File: src/rtl/core/lwfs_pkg.sv
`timescale 1ns / 1ps
// ----------------------------------------------------------------------------
// Lidar wall-follow steering package
// Shared widths, codes, angle windows, reset values and the structs passed
// between the top level and the steering arithmetic.
// ----------------------------------------------------------------------------
package lwfs_pkg;

    // Field widths
    localparam int ANGLE_W  = 15;
    localparam int QUAL_W   = 8;
    localparam int DIST_W   = 16;
    localparam int FRONT_W  = 19;
    localparam int DIFF_W   = 17;
    localparam int STEER_W  = 12;
    localparam int STOPD_W  = 18;
    localparam int THR_W    = 16;
    localparam int CFG_W    = 18;
    localparam int CFG_IDX_W = 3;

    // Item kinds carried in the input tuser bit
    localparam logic OP_NODE     = 1'b0;
    localparam logic OP_SCAN_END = 1'b1;

    // Configuration register indexes
    localparam logic [CFG_IDX_W-1:0] REG_STEER_MIN   = 3'd0;
    localparam logic [CFG_IDX_W-1:0] REG_STEER_MAX   = 3'd1;
    localparam logic [CFG_IDX_W-1:0] REG_STEER_START = 3'd2;
    localparam logic [CFG_IDX_W-1:0] REG_STOP_DIST   = 3'd3;
    localparam logic [CFG_IDX_W-1:0] REG_DERIV_THR   = 3'd4;

    // Configuration reset values
    localparam logic [STEER_W-1:0] STEER_MIN_RST   = 12'd1250;
    localparam logic [STEER_W-1:0] STEER_MAX_RST   = 12'd1810;
    localparam logic [STEER_W-1:0] STEER_START_RST = 12'd1540;
    localparam logic [STOPD_W-1:0] STOP_DIST_RST   = 18'd8800;
    localparam logic [THR_W-1:0]   DERIV_THR_RST   = 16'd4;

    // Front distance before any sample: 100 m in quarter millimeters
    localparam logic [FRONT_W-1:0] FRONT_RST = 19'd400000;

    // Angle windows in 1/64 degree, both bounds exclusive
    localparam logic [ANGLE_W-1:0] RIGHT_LO = 15'd2848;
    localparam logic [ANGLE_W-1:0] RIGHT_HI = 15'd2912;
    localparam logic [ANGLE_W-1:0] LEFT_LO  = 15'd20128;
    localparam logic [ANGLE_W-1:0] LEFT_HI  = 15'd20192;
    localparam logic [ANGLE_W-1:0] FRONT_LO = 15'd0;
    localparam logic [ANGLE_W-1:0] FRONT_HI = 15'd64;

    // Division by 40 is a shift by 3 and a multiply by ceil(2^18 / 5)
    localparam int DIV8_SHIFT = 3;
    localparam int RECIP_W    = 16;
    localparam int RECIP_SH   = 18;
    localparam logic [RECIP_W-1:0] RECIP5 = 16'd52429;

    // Operands of the end-of-scan steering update
    typedef struct packed {
        logic [DIST_W-1:0]         cur_right;
        logic [DIST_W-1:0]         cur_left;
        logic signed [DIFF_W-1:0]  prev_difference;
        logic [STEER_W-1:0]        steer_value;
        logic [STEER_W-1:0]        steer_min;
        logic [STEER_W-1:0]        steer_max;
        logic [THR_W-1:0]          deriv_thr;
    } calc_in_t;

    // Outcome of the end-of-scan steering update
    typedef struct packed {
        logic [STEER_W-1:0]        setpoint;
        logic                      dmode;
        logic signed [DIFF_W-1:0]  diff;
    } calc_out_t;

endpackage

File: src/rtl/core/lwfs_steer_calc.sv
`timescale 1ns / 1ps
// ----------------------------------------------------------------------------
// Steering update arithmetic
// Forms the side difference and its change, picks derivative or proportional
// mode, divides the chosen error by 40 toward zero and clamps the setpoint.
// ----------------------------------------------------------------------------
module lwfs_steer_calc
(
    input  lwfs_pkg::calc_in_t  calc_in,
    output lwfs_pkg::calc_out_t calc_out
);

    logic signed [lwfs_pkg::DIFF_W-1:0]   diff;
    logic signed [lwfs_pkg::DIFF_W:0]     var_diff;
    logic [lwfs_pkg::DIFF_W:0]            var_neg;
    logic [lwfs_pkg::DIFF_W-1:0]          diff_neg;
    logic [lwfs_pkg::DIFF_W-1:0]          abs_var;
    logic [lwfs_pkg::DIFF_W-1:0]          abs_diff;
    logic                                 dmode;
    logic [lwfs_pkg::DIFF_W-1:0]          mag;
    logic                                 neg;
    logic [lwfs_pkg::DIFF_W-lwfs_pkg::DIV8_SHIFT-1:0] mag_div8;
    logic [lwfs_pkg::DIFF_W-lwfs_pkg::DIV8_SHIFT+lwfs_pkg::RECIP_W-1:0] prod;
    logic [lwfs_pkg::STEER_W-1:0]         quot;
    logic signed [lwfs_pkg::STEER_W:0]    step;
    logic signed [lwfs_pkg::STEER_W+1:0]  sp;
    logic signed [lwfs_pkg::STEER_W+1:0]  min_ext;
    logic signed [lwfs_pkg::STEER_W+1:0]  max_ext;

    // Right minus left, and its change since the last scan.
    assign diff = $signed({1'b0, calc_in.cur_right}) - $signed({1'b0, calc_in.cur_left});
    assign var_diff = $signed({diff[lwfs_pkg::DIFF_W-1], diff})
                    - $signed({calc_in.prev_difference[lwfs_pkg::DIFF_W-1],
                               calc_in.prev_difference});

    // Magnitudes; both fit in 17 bits for the legal operand ranges.
    assign var_neg  = -var_diff;
    assign diff_neg = -diff;
    assign abs_var  = var_diff[lwfs_pkg::DIFF_W] ? var_neg[lwfs_pkg::DIFF_W-1:0]
                                                 : var_diff[lwfs_pkg::DIFF_W-1:0];
    assign abs_diff = diff[lwfs_pkg::DIFF_W-1] ? diff_neg : diff;

    // Mode select and the error that drives the step.
    assign dmode = (abs_var >= {1'b0, calc_in.deriv_thr});
    assign mag   = dmode ? abs_var : abs_diff;
    assign neg   = dmode ? var_diff[lwfs_pkg::DIFF_W] : diff[lwfs_pkg::DIFF_W-1];

    // floor(mag / 40) = floor(floor(mag / 8) / 5); the reciprocal is exact
    // for every quotient of a 14-bit dividend.
    assign mag_div8 = mag[lwfs_pkg::DIFF_W-1:lwfs_pkg::DIV8_SHIFT];
    assign prod     = mag_div8 * lwfs_pkg::RECIP5;
    assign quot     = prod[lwfs_pkg::RECIP_SH+lwfs_pkg::STEER_W-1:lwfs_pkg::RECIP_SH];
    assign step     = neg ? -$signed({1'b0, quot}) : $signed({1'b0, quot});

    // Signed setpoint sum, then clamp with the low limit tested first.
    assign sp      = $signed({2'b00, calc_in.steer_value}) + $signed({step[lwfs_pkg::STEER_W], step});
    assign min_ext = $signed({2'b00, calc_in.steer_min});
    assign max_ext = $signed({2'b00, calc_in.steer_max});

    always_comb
    begin
        if (sp <= min_ext)
        begin
            calc_out.setpoint = calc_in.steer_min;
        end
        else if (sp >= max_ext)
        begin
            calc_out.setpoint = calc_in.steer_max;
        end
        else
        begin
            calc_out.setpoint = sp[lwfs_pkg::STEER_W-1:0];
        end
        calc_out.dmode = dmode;
        calc_out.diff  = diff;
    end

endmodule

File: src/rtl/core/lidar_wall_follow_steering.sv
`timescale 1ns / 1ps
// ----------------------------------------------------------------------------
// Lidar wall-follow steering controller
// Filters the right, left and front lidar distances per scan and updates a
// clamped steering setpoint at each end-of-scan transaction.
// ----------------------------------------------------------------------------
// Flow: an accepted end-of-scan transaction is held in the input register, then
// loads the result register, which offers it; a full, stalled result waits.
// Throughput: one transaction per cycle; the input register and the result
// register each hold one item, so only a stalled result slows intake.
// Reset: rst_n clears control state and loads register and distance defaults.
// After a stop result the block drops every transaction until reset.
// ----------------------------------------------------------------------------
module lidar_wall_follow_steering
(
    input  logic        clk,
    input  logic        rst_n,

    // Configuration writes
    input  logic                              cfg_we,
    input  logic [lwfs_pkg::CFG_IDX_W-1:0]    cfg_index,
    input  logic [lwfs_pkg::CFG_W-1:0]        cfg_data,

    // Lidar items
    input  logic        s_tvalid,
    output logic        s_tready,
    input  logic [39:0] s_tdata,   // angle_q6[14:0], quality[22:15], range_q2[38:23], zero
    input  logic        s_tuser,   // opcode

    // Steering results
    output logic        m_tvalid,
    input  logic        m_tready,
    output logic [55:0] m_tdata    // steer_setpoint[11:0], derivative_mode[12], stop[13],
                                   // front_distance_q2[32:14], side_difference_q2[49:33], zero
);

    // Configuration registers
    logic [lwfs_pkg::STEER_W-1:0] steer_min_reg;
    logic [lwfs_pkg::STEER_W-1:0] steer_max_reg;
    logic [lwfs_pkg::STOPD_W-1:0] stop_dist_reg;
    logic [lwfs_pkg::THR_W-1:0]   deriv_thr_reg;

    // Filter and controller state
    logic [lwfs_pkg::DIST_W-1:0]        prev_right_reg, prev_right_next;
    logic [lwfs_pkg::DIST_W-1:0]        prev_left_reg, prev_left_next;
    logic [lwfs_pkg::FRONT_W-1:0]       prev_front_reg, prev_front_next;
    logic [lwfs_pkg::DIST_W-1:0]        cur_right_reg, cur_right_next;
    logic [lwfs_pkg::DIST_W-1:0]        cur_left_reg, cur_left_next;
    logic [lwfs_pkg::FRONT_W-1:0]       cur_front_reg, cur_front_next;
    logic signed [lwfs_pkg::DIFF_W-1:0] prev_diff_reg, prev_diff_next;
    logic [lwfs_pkg::STEER_W-1:0]       steer_value_reg, steer_value_next;
    logic                               halted_reg, halted_next;

    // Input register
    logic                          in_valid_reg;
    logic                          in_op_reg;
    logic [lwfs_pkg::ANGLE_W-1:0]  in_angle_reg;
    logic [lwfs_pkg::QUAL_W-1:0]   in_quality_reg;
    logic [lwfs_pkg::DIST_W-1:0]   in_dist_reg;

    // Result register
    logic                               out_valid_reg;
    logic [lwfs_pkg::STEER_W-1:0]       out_steer_reg;
    logic                               out_dmode_reg;
    logic                               out_stop_reg;
    logic [lwfs_pkg::FRONT_W-1:0]       out_front_reg;
    logic signed [lwfs_pkg::DIFF_W-1:0] out_diff_reg;

    logic                 in_accept;
    logic                 produce;
    logic                 out_free;
    logic                 work;
    logic                 out_load;
    logic                 node_upd;
    logic                 quality_ok;
    logic                 stop_now;
    logic                 hit_right;
    logic                 hit_left;
    logic                 hit_front;
    logic [lwfs_pkg::DIST_W:0]    sum_right;
    logic [lwfs_pkg::DIST_W:0]    sum_left;
    logic [lwfs_pkg::FRONT_W:0]   sum_front;
    lwfs_pkg::calc_in_t  calc_in;
    lwfs_pkg::calc_out_t calc_out;

    // Handshake: the held item moves on unless it produces a result that
    // cannot enter a full, stalled result register.
    assign produce   = in_valid_reg && (in_op_reg == lwfs_pkg::OP_SCAN_END) && !halted_reg;
    assign out_free  = !out_valid_reg || m_tready;
    assign work      = in_valid_reg && (!produce || out_free);
    assign out_load  = work && produce;
    assign node_upd  = work && !halted_reg && (in_op_reg == lwfs_pkg::OP_NODE);
    assign s_tready  = !in_valid_reg || work;
    assign in_accept = s_tvalid && s_tready;

    // Angle windows, tested in right, left, front order.
    assign hit_right = (in_angle_reg > lwfs_pkg::RIGHT_LO) && (in_angle_reg < lwfs_pkg::RIGHT_HI);
    assign hit_left  = (in_angle_reg > lwfs_pkg::LEFT_LO) && (in_angle_reg < lwfs_pkg::LEFT_HI);
    assign hit_front = (in_angle_reg > lwfs_pkg::FRONT_LO) && (in_angle_reg < lwfs_pkg::FRONT_HI);
    assign quality_ok = (in_quality_reg != '0);

    // Floored averages with the previous scan's values.
    assign sum_right = {1'b0, prev_right_reg} + {1'b0, in_dist_reg};
    assign sum_left  = {1'b0, prev_left_reg} + {1'b0, in_dist_reg};
    assign sum_front = {1'b0, prev_front_reg}
                     + {{(lwfs_pkg::FRONT_W - lwfs_pkg::DIST_W + 1){1'b0}}, in_dist_reg};

    // Steering arithmetic for the end of a scan
    assign calc_in.cur_right       = cur_right_reg;
    assign calc_in.cur_left        = cur_left_reg;
    assign calc_in.prev_difference = prev_diff_reg;
    assign calc_in.steer_value     = steer_value_reg;
    assign calc_in.steer_min       = steer_min_reg;
    assign calc_in.steer_max       = steer_max_reg;
    assign calc_in.deriv_thr       = deriv_thr_reg;

    lwfs_steer_calc u_steer_calc
    (
        .calc_in  (calc_in),
        .calc_out (calc_out)
    );

    assign stop_now = (cur_front_reg < {1'b0, stop_dist_reg});

    // Next state of the filter and controller.
    always_comb
    begin
        prev_right_next  = prev_right_reg;
        prev_left_next   = prev_left_reg;
        prev_front_next  = prev_front_reg;
        cur_right_next   = cur_right_reg;
        cur_left_next    = cur_left_reg;
        cur_front_next   = cur_front_reg;
        prev_diff_next   = prev_diff_reg;
        steer_value_next = steer_value_reg;
        halted_next      = halted_reg;

        if (node_upd)
        begin
            if (hit_right)
            begin
                cur_right_next = quality_ok ? sum_right[lwfs_pkg::DIST_W:1] : prev_right_reg;
            end
            else if (hit_left)
            begin
                cur_left_next = quality_ok ? sum_left[lwfs_pkg::DIST_W:1] : prev_left_reg;
            end
            else if (hit_front)
            begin
                cur_front_next = quality_ok ? sum_front[lwfs_pkg::FRONT_W:1] : prev_front_reg;
            end
        end

        if (out_load)
        begin
            steer_value_next = calc_out.setpoint;
            if (stop_now)
            begin
                halted_next = 1'b1;
            end
            else
            begin
                prev_diff_next  = calc_out.diff;
                prev_front_next = cur_front_reg;
                prev_right_next = cur_right_reg;
                prev_left_next  = cur_left_reg;
            end
        end

        // Writing the straight-ahead setpoint also reloads the steering value.
        if (cfg_we && (cfg_index == lwfs_pkg::REG_STEER_START))
        begin
            steer_value_next = cfg_data[lwfs_pkg::STEER_W-1:0];
        end
    end

    // State registers
    always_ff @(posedge clk or negedge rst_n)
    begin
        if (!rst_n)
        begin
            prev_right_reg  <= '0;
            prev_left_reg   <= '0;
            prev_front_reg  <= lwfs_pkg::FRONT_RST;
            cur_right_reg   <= '0;
            cur_left_reg    <= '0;
            cur_front_reg   <= lwfs_pkg::FRONT_RST;
            prev_diff_reg   <= '0;
            steer_value_reg <= lwfs_pkg::STEER_START_RST;
            halted_reg      <= 1'b0;
        end
        else
        begin
            prev_right_reg  <= prev_right_next;
            prev_left_reg   <= prev_left_next;
            prev_front_reg  <= prev_front_next;
            cur_right_reg   <= cur_right_next;
            cur_left_reg    <= cur_left_next;
            cur_front_reg   <= cur_front_next;
            prev_diff_reg   <= prev_diff_next;
            steer_value_reg <= steer_value_next;
            halted_reg      <= halted_next;
        end
    end

    // Configuration registers; unknown indexes are ignored. The straight-ahead
    // setpoint only reloads the steering value in the next-state logic.
    always_ff @(posedge clk or negedge rst_n)
    begin
        if (!rst_n)
        begin
            steer_min_reg   <= lwfs_pkg::STEER_MIN_RST;
            steer_max_reg   <= lwfs_pkg::STEER_MAX_RST;
            stop_dist_reg   <= lwfs_pkg::STOP_DIST_RST;
            deriv_thr_reg   <= lwfs_pkg::DERIV_THR_RST;
        end
        else if (cfg_we)
        begin
            case (cfg_index)
                lwfs_pkg::REG_STEER_MIN:   steer_min_reg   <= cfg_data[lwfs_pkg::STEER_W-1:0];
                lwfs_pkg::REG_STEER_MAX:   steer_max_reg   <= cfg_data[lwfs_pkg::STEER_W-1:0];
                lwfs_pkg::REG_STEER_START: ;
                lwfs_pkg::REG_STOP_DIST:   stop_dist_reg   <= cfg_data[lwfs_pkg::STOPD_W-1:0];
                lwfs_pkg::REG_DERIV_THR:   deriv_thr_reg   <= cfg_data[lwfs_pkg::THR_W-1:0];
                default:                   ;
            endcase
        end
    end

    // Input register control
    always_ff @(posedge clk or negedge rst_n)
    begin
        if (!rst_n)
        begin
            in_valid_reg <= 1'b0;
        end
        else if (s_tready)
        begin
            in_valid_reg <= s_tvalid;
        end
    end

    // Input register payload
    always_ff @(posedge clk)
    begin
        if (in_accept)
        begin
            in_op_reg      <= s_tuser;
            in_angle_reg   <= s_tdata[14:0];
            in_quality_reg <= s_tdata[22:15];
            in_dist_reg    <= s_tdata[38:23];
        end
    end

    // Result register control
    always_ff @(posedge clk or negedge rst_n)
    begin
        if (!rst_n)
        begin
            out_valid_reg <= 1'b0;
        end
        else if (out_free)
        begin
            out_valid_reg <= out_load;
        end
    end

    // Result register payload
    always_ff @(posedge clk)
    begin
        if (out_load)
        begin
            out_steer_reg <= calc_out.setpoint;
            out_dmode_reg <= calc_out.dmode;
            out_stop_reg  <= stop_now;
            out_front_reg <= cur_front_reg;
            out_diff_reg  <= calc_out.diff;
        end
    end

    assign m_tvalid = out_valid_reg;
    assign m_tdata  = {6'b0, out_diff_reg, out_front_reg, out_stop_reg,
                       out_dmode_reg, out_steer_reg};

    // A halted block never stops being halted before reset.
    assert property (@(posedge clk) disable iff (!rst_n) halted_reg |=> halted_reg)
        else $error("halt state was released without reset");

    // No result is produced once the block has halted.
    assert property (@(posedge clk) disable iff (!rst_n) halted_reg |-> !out_load)
        else $error("result produced while halted");

    // A pending stop result implies the block has halted.
    assert property (@(posedge clk) disable iff (!rst_n)
        (out_valid_reg && out_stop_reg) |-> halted_reg)
        else $error("stop result without halt");

    // A result that stalls stays offered and unchanged.
    assert property (@(posedge clk) disable iff (!rst_n)
        (out_valid_reg && !m_tready) |=> (out_valid_reg && $stable(m_tdata)))
        else $error("result register changed while stalled");

endmodule

File: config.mk
export PLATFORM = sky130hd
export DESIGN_NAME = lidar_wall_follow_steering
export DESIGN_NICKNAME = d
export VERILOG_FILES = /design/src/rtl/core/lwfs_pkg.sv /design/src/rtl/core/lwfs_steer_calc.sv /design/src/rtl/core/lidar_wall_follow_steering.sv
export SDC_FILE = /design/constraint.sdc
export NUM_CORES = 1
export LEC_CHECK = 0
export ABC_AREA = 0
export BUFFER_PORTS_ARGS = -buffer_cell sky130_fd_sc_hd__buf_2
export CAP_MARGIN = 15
export CORE_AREA = 2 2 226 228
export CTS_BUF_LIST = sky130_fd_sc_hd__clkbuf_2
export DETAILED_ROUTE_END_ITERATION = 12
export DIE_AREA = 0 0 228 230
export PLACE_DENSITY_LB_ADDON = 0.3
export SLEW_MARGIN = 10
export SYNTH_ARGS = -nofsm -noshare
export SYNTH_HDL_FRONTEND = slang
export SYNTH_SLANG_ARGS = --single-unit
File: constraint.sdc
create_clock -name clk -period 22.3 [get_ports clk]
set_input_delay 0 -clock clk [delete_from_list [all_inputs] [get_ports clk]]
set_output_delay 0 -clock clk [all_outputs]
set_load 0.005 [all_outputs]
After elaboration in Yosys (flattened, before gate mapping)
Index checks and enable logic that the tools add are counted. W data, S select, Z words.

Bits in registers: 282. Input port bits: 67. Output and inout port bits: 58. Logic and storage cells: 94.

Add/sub/neg operators: 9. Multiply operators: 1. Order comparisons: 10. Equality and inequality tests: 4. Multiplexer cells: 12. Bitwise operators: 4. Reduce and logical (&&, ||, !) cells: 30.

Operators by type and width (count): $mux W17 (3); $mux W12 (4); $add A16 B16 Y17 (2); $neg A17 Y17 (2); $mux W16 (2); $mul A14 B16 Y30 const B (1); $add A19 B16 Y20 (1); $lt A19 B18 Y1 (1); $mux W19 (1); $sub A17 B17 Y18 (1); $ge A17 B16 Y1 (1); $sub A16 B16 Y17 (1); $gt A15 B1 Y1 const B (1); $gt A15 B12 Y1 const B (1); $gt A15 B15 Y1 const B (1); $lt A15 B12 Y1 const B (1); $lt A15 B15 Y1 const B (1); $lt A15 B7 Y1 const B (1); $add A13 B13 Y14 (1); $ge A14 B13 Y1 (1); $le A14 B13 Y1 (1); $reduce_and A2 Y1 (7); $mux W13 (1); $neg A12 Y13 (1); 13 further kinds (32).

Longest topological paths before layout
Gate-level depths: netlist (run 1).

Word-level depth: 15. Depth in mapped cells: 86. Gate-level depth less buffers: 82.

Modules after synthesis
Synthesis (run 1) repeated with hierarchy kept, for this count alone.

Cells, all modules: 2286. Area, all modules: 22360.2 um^2.

Modules (own cells, without submodules): lidar_wall_follow_steering (times used 1, cells an instance 1106, area an instance 13515.5 um^2, seq. area each 7544.7 um^2); lwfs_steer_calc (times used 1, cells an instance 1180, area an instance 8844.7 um^2, seq. area each 0.0 um^2).

Worst setup path before layout (run 1)
OpenSTA, ideal clock, no wires.

Path type: reg2reg. From: register cur_right_reg[0] in the netlist's numbering. To: register out_steer_reg[0] in the netlist's numbering, data pin. Setup time: 0.260 ns. Arrival: 16.001 ns. Data required time: 22.040 ns. Setup slack: 6.039 ns. Stages on the path, launching flop included: 85. Path buffers: 8. Period minus slack after synthesis: 16.261 ns. Path through: dfrtp_1 inv_1 ha_1 inv_1 fa_1 a21o_1 a21oi_1 o21bai_1 a21oi_1 o21ai_0 a21o_1 a21oi_1 xnor2_1 ha_1 buf_4 and4_1 a221o_1 or3_4 [... 49 more ...] o21a_1 o21ai_0 nand2b_1 a21oi_1 o21ai_0 and2_1 nor2_1 ha_1 nand2_1 nor2_1 a221oi_1 a41oi_1 o22a_1 inv_1 mux2i_4 buf_4 buf_4 a21oi_1.

RTL lines: from (decl) (line lidar_wall_follow_steering.sv:47) `logic [lwfs_pkg::DIST_W-1:0] cur_right_reg, cur_right_next;`; from (signal assigned) (line lidar_wall_follow_steering.sv:197) `cur_right_reg <= cur_right_next;`; to (signal assigned) (line lidar_wall_follow_steering.sv:273) `out_steer_reg <= calc_out.setpoint;`; to (decl) (line lidar_wall_follow_steering.sv:63) `logic [lwfs_pkg::STEER_W-1:0] out_steer_reg;`.

==> results of run 1 <==
stage by stage:
step / cell area, um^2 / setup WS (ns) / std cells / hold WS, ns
2_1_floorplan: 21260 / 6.039 / 2247 / -0.2956
3_3_place_gp: 22510 / 4.268 / 2983 / 0.02181
3_5_place_dp: 22510 / 4.059 / 2983 / 0.02533
4_1_cts: 24840 / 3.336 / 3284 / 0.03048
5_1_grt: 24840 / 1.750 / 3285 / 0.07125
6_report: 24840 / 3.222 / 3285 / 0.1636
layer usage:
layer	part of all wire	vias to the layer above	track usage
met5	0.00022	-	0
met4	0.035	2	0.08803
met3	0.039	122	0.03361
met2	0.48	369	0.3708
met1	0.44	8271	0.2702
li1	-	8473	-
tightest hold or removal path: stages:
cell and delay, ns:
dlygate4sd3_1 0.52, buf_2 0.09, dlygate4sd3_1 0.53
cell type report:
class	instances	area [um^2]
Sequential cell	282	7545
Clock buffer	120	600.6
Clock inverter	25	148.9
Timing Repair Buffer	291	2308
Tap cell	672	840.8
Inverter	261	979.7
Multi-Input combinational cell	1633	12420
Antenna cell	1	2.502
Fill cell	4690	25020
path summary, 6_finish.rpt:
path,start,slack [ns],cells after the start,end
worst max register to register,cur_right_reg[0],3.22,76,steer_value_reg[11]
max in group asynchronous,rst_n,20.69,5,steer_min_reg[0]
min in group asynchronous,rst_n,0.63,5,prev_right_reg[13]
worst max-delay path,cur_right_reg[0],3.22,76,steer_value_reg[11]
worst min register to register,halted_reg,0.48,1,halted_reg
worst min-delay path,s_tdata[2],0.16,3,in_angle_reg[2]
cells by family (layout without fill, tap and decap cells):
| kind of cell | after synthesis | in the layout |
|---|---|---|
| DFF | 282 | 282 |
| buffers and inverters | 332 | 697 |
| xor gates and xnor gates | 103 | 103 |
| AOI/OAI and AO/OA | 572 | 572 |
| other | 1 | 7 |
| and+or+nand+nor | 559 | 559 |
| muxes | 87 | 87 |
| adders and majority gates | 306 | 306 |
synthesized netlist by cell type, types with 25 or more instances:
master / instances / share of area
nor2b_1: 25 / 0.0074
dfrtp_1: 162 / 0.19
clkbuf_1: 52 / 0.0092
edfxtp_1: 90 / 0.13
dfstp_2: 30 / 0.037
mux2_2: 66 / 0.035
ha_1: 247 / 0.15
nor3_1: 33 / 0.0078
a21o_1: 54 / 0.019
xor2_1: 42 / 0.017
xnor2_1: 61 / 0.025
nor2_1: 137 / 0.024
fa_1: 59 / 0.056
nand3_1: 32 / 0.0075
inv_1: 261 / 0.046
a21oi_1: 170 / 0.040
o21ai_0: 178 / 0.042
nand2_1: 208 / 0.037
and3_1: 29 / 0.0085
layout by cell type (no fill, tap or decap), types with 14 or more instances in the layout:
cell type	count
a21o_1	54
o31ai_1	22
clkinv_1	17
a21oi_1	170
and3_1	29
o21ai_0	178
nor2_1	137
fa_1	59
o21a_1	20
nand2b_1	24
dlygate4sd3_1	155
ha_1	247
mux2i_1	19
dfstp_2	30
mux2_2	66
dfrtp_1	162
clkbuf_2	120
a21boi_0	14
nand3_1	32
inv_1	260
nor3_1	32
buf_4	18
nand2_1	208
edfxtp_1	90
xor2_1	42
nor2b_1	24
xnor2_1	61
buf_2	116
==> impl_metrics.env, run 1 <==
export IMPL_finalSetupViolCount=0
export IMPL_ys_seq_elements=282
export IMPL_synth_fa_ha_area_frac=0.2011
export IMPL_synth_edff_count=90
export IMPL_port_buffer_count=117
export IMPL_postCtsSetupBuffers=0
export IMPL_vias=17240
export IMPL_cts_max_level=3
export IMPL_synth_cells=2242
export IMPL_grt_start_max_net_pins=94
export IMPL_critPathArrivalTime_ns=20.01
export IMPL_cp_max_fo=37
export IMPL_cts_num_sinks=282
export IMPL_drtPass1Iterations=5
export IMPL_finalSetupTns_ns=0
export IMPL_drv_cap=0
export IMPL_dominantRegCellSynth="dfrtp_1"
export IMPL_layout_nets=2920
export IMPL_place_congestion=0.9072
export IMPL_wire_per_inst_um=16.90
export IMPL_clockBufferDepth=3
export IMPL_cts_tree="built"
export IMPL_crit_type="flop to flop"
export IMPL_routed_wl_um=55530
export IMPL_drtAntennaViolNets=0
export IMPL_chipHeight_um=230
export IMPL_ys_async_sr_fraction=0.6809
export IMPL_critPathTopFamily="compound AO/OA/AOI/OAI gates"
export IMPL_grtUsageTotal=0.2154
export IMPL_worst_setup_path_end_kind="flop"
export IMPL_yosys_warnings=0
export IMPL_drtIter0Drc=910
export IMPL_cts_clk_slew_worst_paths_ns=0.11
export IMPL_grt_pass1_wl_um=91090
export IMPL_rows=82
export IMPL_synth_cell_types=94
export IMPL_hold_buffers=156
export IMPL_coreArea_um2=49860
export IMPL_synth_area_mux_share=0.04571
export IMPL_start_util=0.4260
export IMPL_period_share=0.8555
export IMPL_slew_limit_headroom=0.2634
export IMPL_cpMostUsedCell="inv_1"
export IMPL_synth_simple_area_share=0.1255
export IMPL_ioPinCount=125
export IMPL_finalHoldViolations=0
export IMPL_yosysSeqAreaShare=0.3552
export IMPL_rsz0062_at_grt="no"
export IMPL_netlist_area_um2=21240
export IMPL_cpPeakStageDelay_ns=0.65
export IMPL_via_per_inst=5.247
export IMPL_antenna_found_initial=2
export IMPL_finClkSkew_ns=0.1158
export IMPL_cts_resized=0
export IMPL_fp_dieW_um=228
export IMPL_cp_num_buf_inv=15
export IMPL_dieArea_um2=52440
export IMPL_grt_pass1_vias=17740
export IMPL_slowest_stage="o211ai_1"
export IMPL_drive_above_1_share=0.1547
export IMPL_hpwl_um=40010
export IMPL_crit_path_start_kind="flop"
export IMPL_cts_root_buf="clkbuf_2"
export IMPL_synthXorXnorAreaFrac=0.04247
export IMPL_period_minus_slack_ns=19.08
export IMPL_hold_class="input port to flop"
export IMPL_slew_viol_final=0
export IMPL_syn_to_final_growth_pct=16.97
export IMPL_clk_latency_ns=1.07
export IMPL_required_ns=23.23
export IMPL_synth_compound_area_frac=0.1679
export IMPL_drc=0
export IMPL_globalRouteOverflowTotal=0
export IMPL_synth_avg_cell_area_um2=9.473
export IMPL_outcome="complete, no violations"
export IMPL_synth_top_family_by_area="adder cells"
export IMPL_max_freq_mhz=52.42
export IMPL_tightest_slew_ns=1.103
export IMPL_cts_buffers=78
export IMPL_utilization=0.4982
Power of run 1 is not shown: default switching activity piles up to over one toggle a cycle in this logic, so the estimate is an artifact.
==> run 2: changes to the inputs <==
- CELL_PAD_IN_SITES_DETAIL_PLACEMENT: default -> 1
- CELL_PAD_IN_SITES_GLOBAL_PLACEMENT: default -> 1
- clock period: 22.3 -> 17.1 ns (I/O delays scaled with it)
==> run 2 against run 1 <==
- clock skew rose by 0.063 ns
- sequential cell count did not move
- critical path depth rose by 3
- worst setup slack got worse by 2.5 ns
- critical path type unchanged
- global-route usage rose by 4.0 points
- hold slack got worse by 0.058 ns
- register-to-register slack got worse by 2.5 ns
- non-clock buffer count rose by 35
==> impl_metrics.env, run 2 (same netlist as run 1, synthesis figures left out) <==
export IMPL_port_buffer_count=117
export IMPL_hpwl_um=46460
export IMPL_grtUsageTotal=0.2558
export IMPL_final_cells=3332
export IMPL_slew_limit_headroom=0.2912
export IMPL_period_share=0.9557
export IMPL_drv_cap=0
export IMPL_coreArea_um2=49860
export IMPL_cpPeakStageDelay_ns=0.57
export IMPL_rows=82
export IMPL_grt_pass1_wl_um=105800
export IMPL_reg2reg_depth=79
export IMPL_routed_wl_um=67360
export IMPL_wire_per_inst_um=20.22
export IMPL_cts_num_sinks=282
export IMPL_globalRouteOverflowTotal=0
export IMPL_clk_latency_ns=1.15
export IMPL_outcome="complete, no violations"
export IMPL_crit_type="flop to flop"
export IMPL_worst_setup_path_end_kind="flop"
export IMPL_fp_dieW_um=228
export IMPL_slew_viol_final=0
export IMPL_syn_to_final_growth_pct=19.28
export IMPL_setup_ws_ns=0.7567
export IMPL_critPathArrivalTime_ns=17.24
export IMPL_post_dp_cell_area_um2=22730
export IMPL_chipHeight_um=230
export IMPL_ioPinCount=125
export IMPL_grt_start_max_net_pins=94
export IMPL_grt_pass1_vias=19830
export IMPL_dp_slack_ns=-0.05510
export IMPL_holdPathStages=3
export IMPL_drtAntennaViolNets=0
export IMPL_finalSetupViolCount=0
export IMPL_place_inst=3012
export IMPL_max_freq_mhz=61.19
export IMPL_hold_class="input port to flop"
export IMPL_cp_max_fo=18
export IMPL_period_minus_slack_ns=16.34
export IMPL_slowest_stage="or4_4"
export IMPL_layout_common_cells="260 x inv_1, 244 x ha_1, 208 x nand2_1"
export IMPL_finClkSkew_ns=0.1792
export IMPL_finalHoldViolations=0
export IMPL_cts_root_buf="clkbuf_2"
export IMPL_cts_buffers=82
export IMPL_start_util=0.4260
export IMPL_dieArea_um2=52440
export IMPL_cts_tree="built"
export IMPL_drive_above_1_share=0.1824
export IMPL_place_congestion=0.8787
export IMPL_drc=0
export IMPL_cts_clk_slew_worst_paths_ns=0.09
export IMPL_cts_max_level=3
export IMPL_layout_nets=2959
export IMPL_design_area_um2=25330
export IMPL_final_common_cell="inv_1"
export IMPL_crit_path_start_kind="flop"
export IMPL_vias=18200
export IMPL_drtIter0Drc=870
export IMPL_drtPass1Iterations=5
export IMPL_tightest_slew_ns=1.060
export IMPL_required_ns=18.00
export IMPL_antenna_found_initial=3
export IMPL_clockBufferDepth=3
export IMPL_via_per_inst=5.461
run 2: critical path, delay by kind of cell, from the launching register on:
family                   cells  cell delay, ns
AO/OA/AOI/OAI               31            5.69
XOR/XNOR                     5            1.04
adder cells (fa/ha/maj)     14            5.14
buffers and inverters       13            1.23
flip-flops                   1            0.39
multiplexers                 1            0.08
AND/OR/NAND/NOR             15            2.55
run 2: path summary, 6_finish.rpt:
path	startpoint	end	slack, ns
setup / recovery	cur_right_reg[0]	steer_value_reg[0]	0.76
setup reg to reg	cur_right_reg[0]	steer_value_reg[0]	0.76
min in group asynchronous	rst_n	prev_left_reg[8]	0.58
hold reg to reg	cur_left_reg[8]	prev_left_reg[8]	0.46
hold / removal	s_tdata[32]	in_dist_reg[9]	0.11
max in group asynchronous	rst_n	steer_min_reg[1]	15.71
run 2: metal layers:
| layer | up-vias | track usage | wire length (um) |
|---|---|---|---|
| met3 | 146 | 0.04129 | 2363 |
| met2 | 395 | 0.4560 | 34230 |
| met4 | 0 | 0.1148 | 2545 |
| li1 | 8548 | - | - |
| met1 | 9106 | 0.3031 | 28220 |
| met5 | - | 0 | 0 |
run 2: stage by stage:
step / hold slack (ns) / utilization / TNS (ns)
2_1_floorplan: -0.2956 / - / 0
3_3_place_gp: 0.06114 / 0.4559 / 0
3_5_place_dp: 0.07061 / 0.4559 / -0.2227
4_1_cts: 0.001342 / 0.5022 / 0
5_1_grt: 0.03441 / 0.5080 / -0.6699
6_report: 0.1060 / 0.5081 / 0
run 2: repair_timing:
action | 4_1_cts | 5_1_grt
buffers inserted | 0 | 10
hold buffers | 150 | 0
gates resized for setup | 2 | 33
pin swaps | 0 | 7
endpoints found under the setup margin | 12 | 24
endpoints found under the hold margin | 326 | 0
run 2: cell type report:
| cell class | count | area [um^2] |
|---|---|---|
| sequential | 282 | 7545 |
| timing repair buffer | 326 | 2609 |
| tap | 672 | 840.8 |
| multi-input combinational | 1633 | 12560 |
| inverter | 261 | 979.7 |
| clock inverter | 19 | 121.4 |
| antenna | 6 | 15.01 |
| fill | 5815 | 24530 |
| clock buffer | 133 | 665.6 |
Power of run 2 is left out for the same reason.
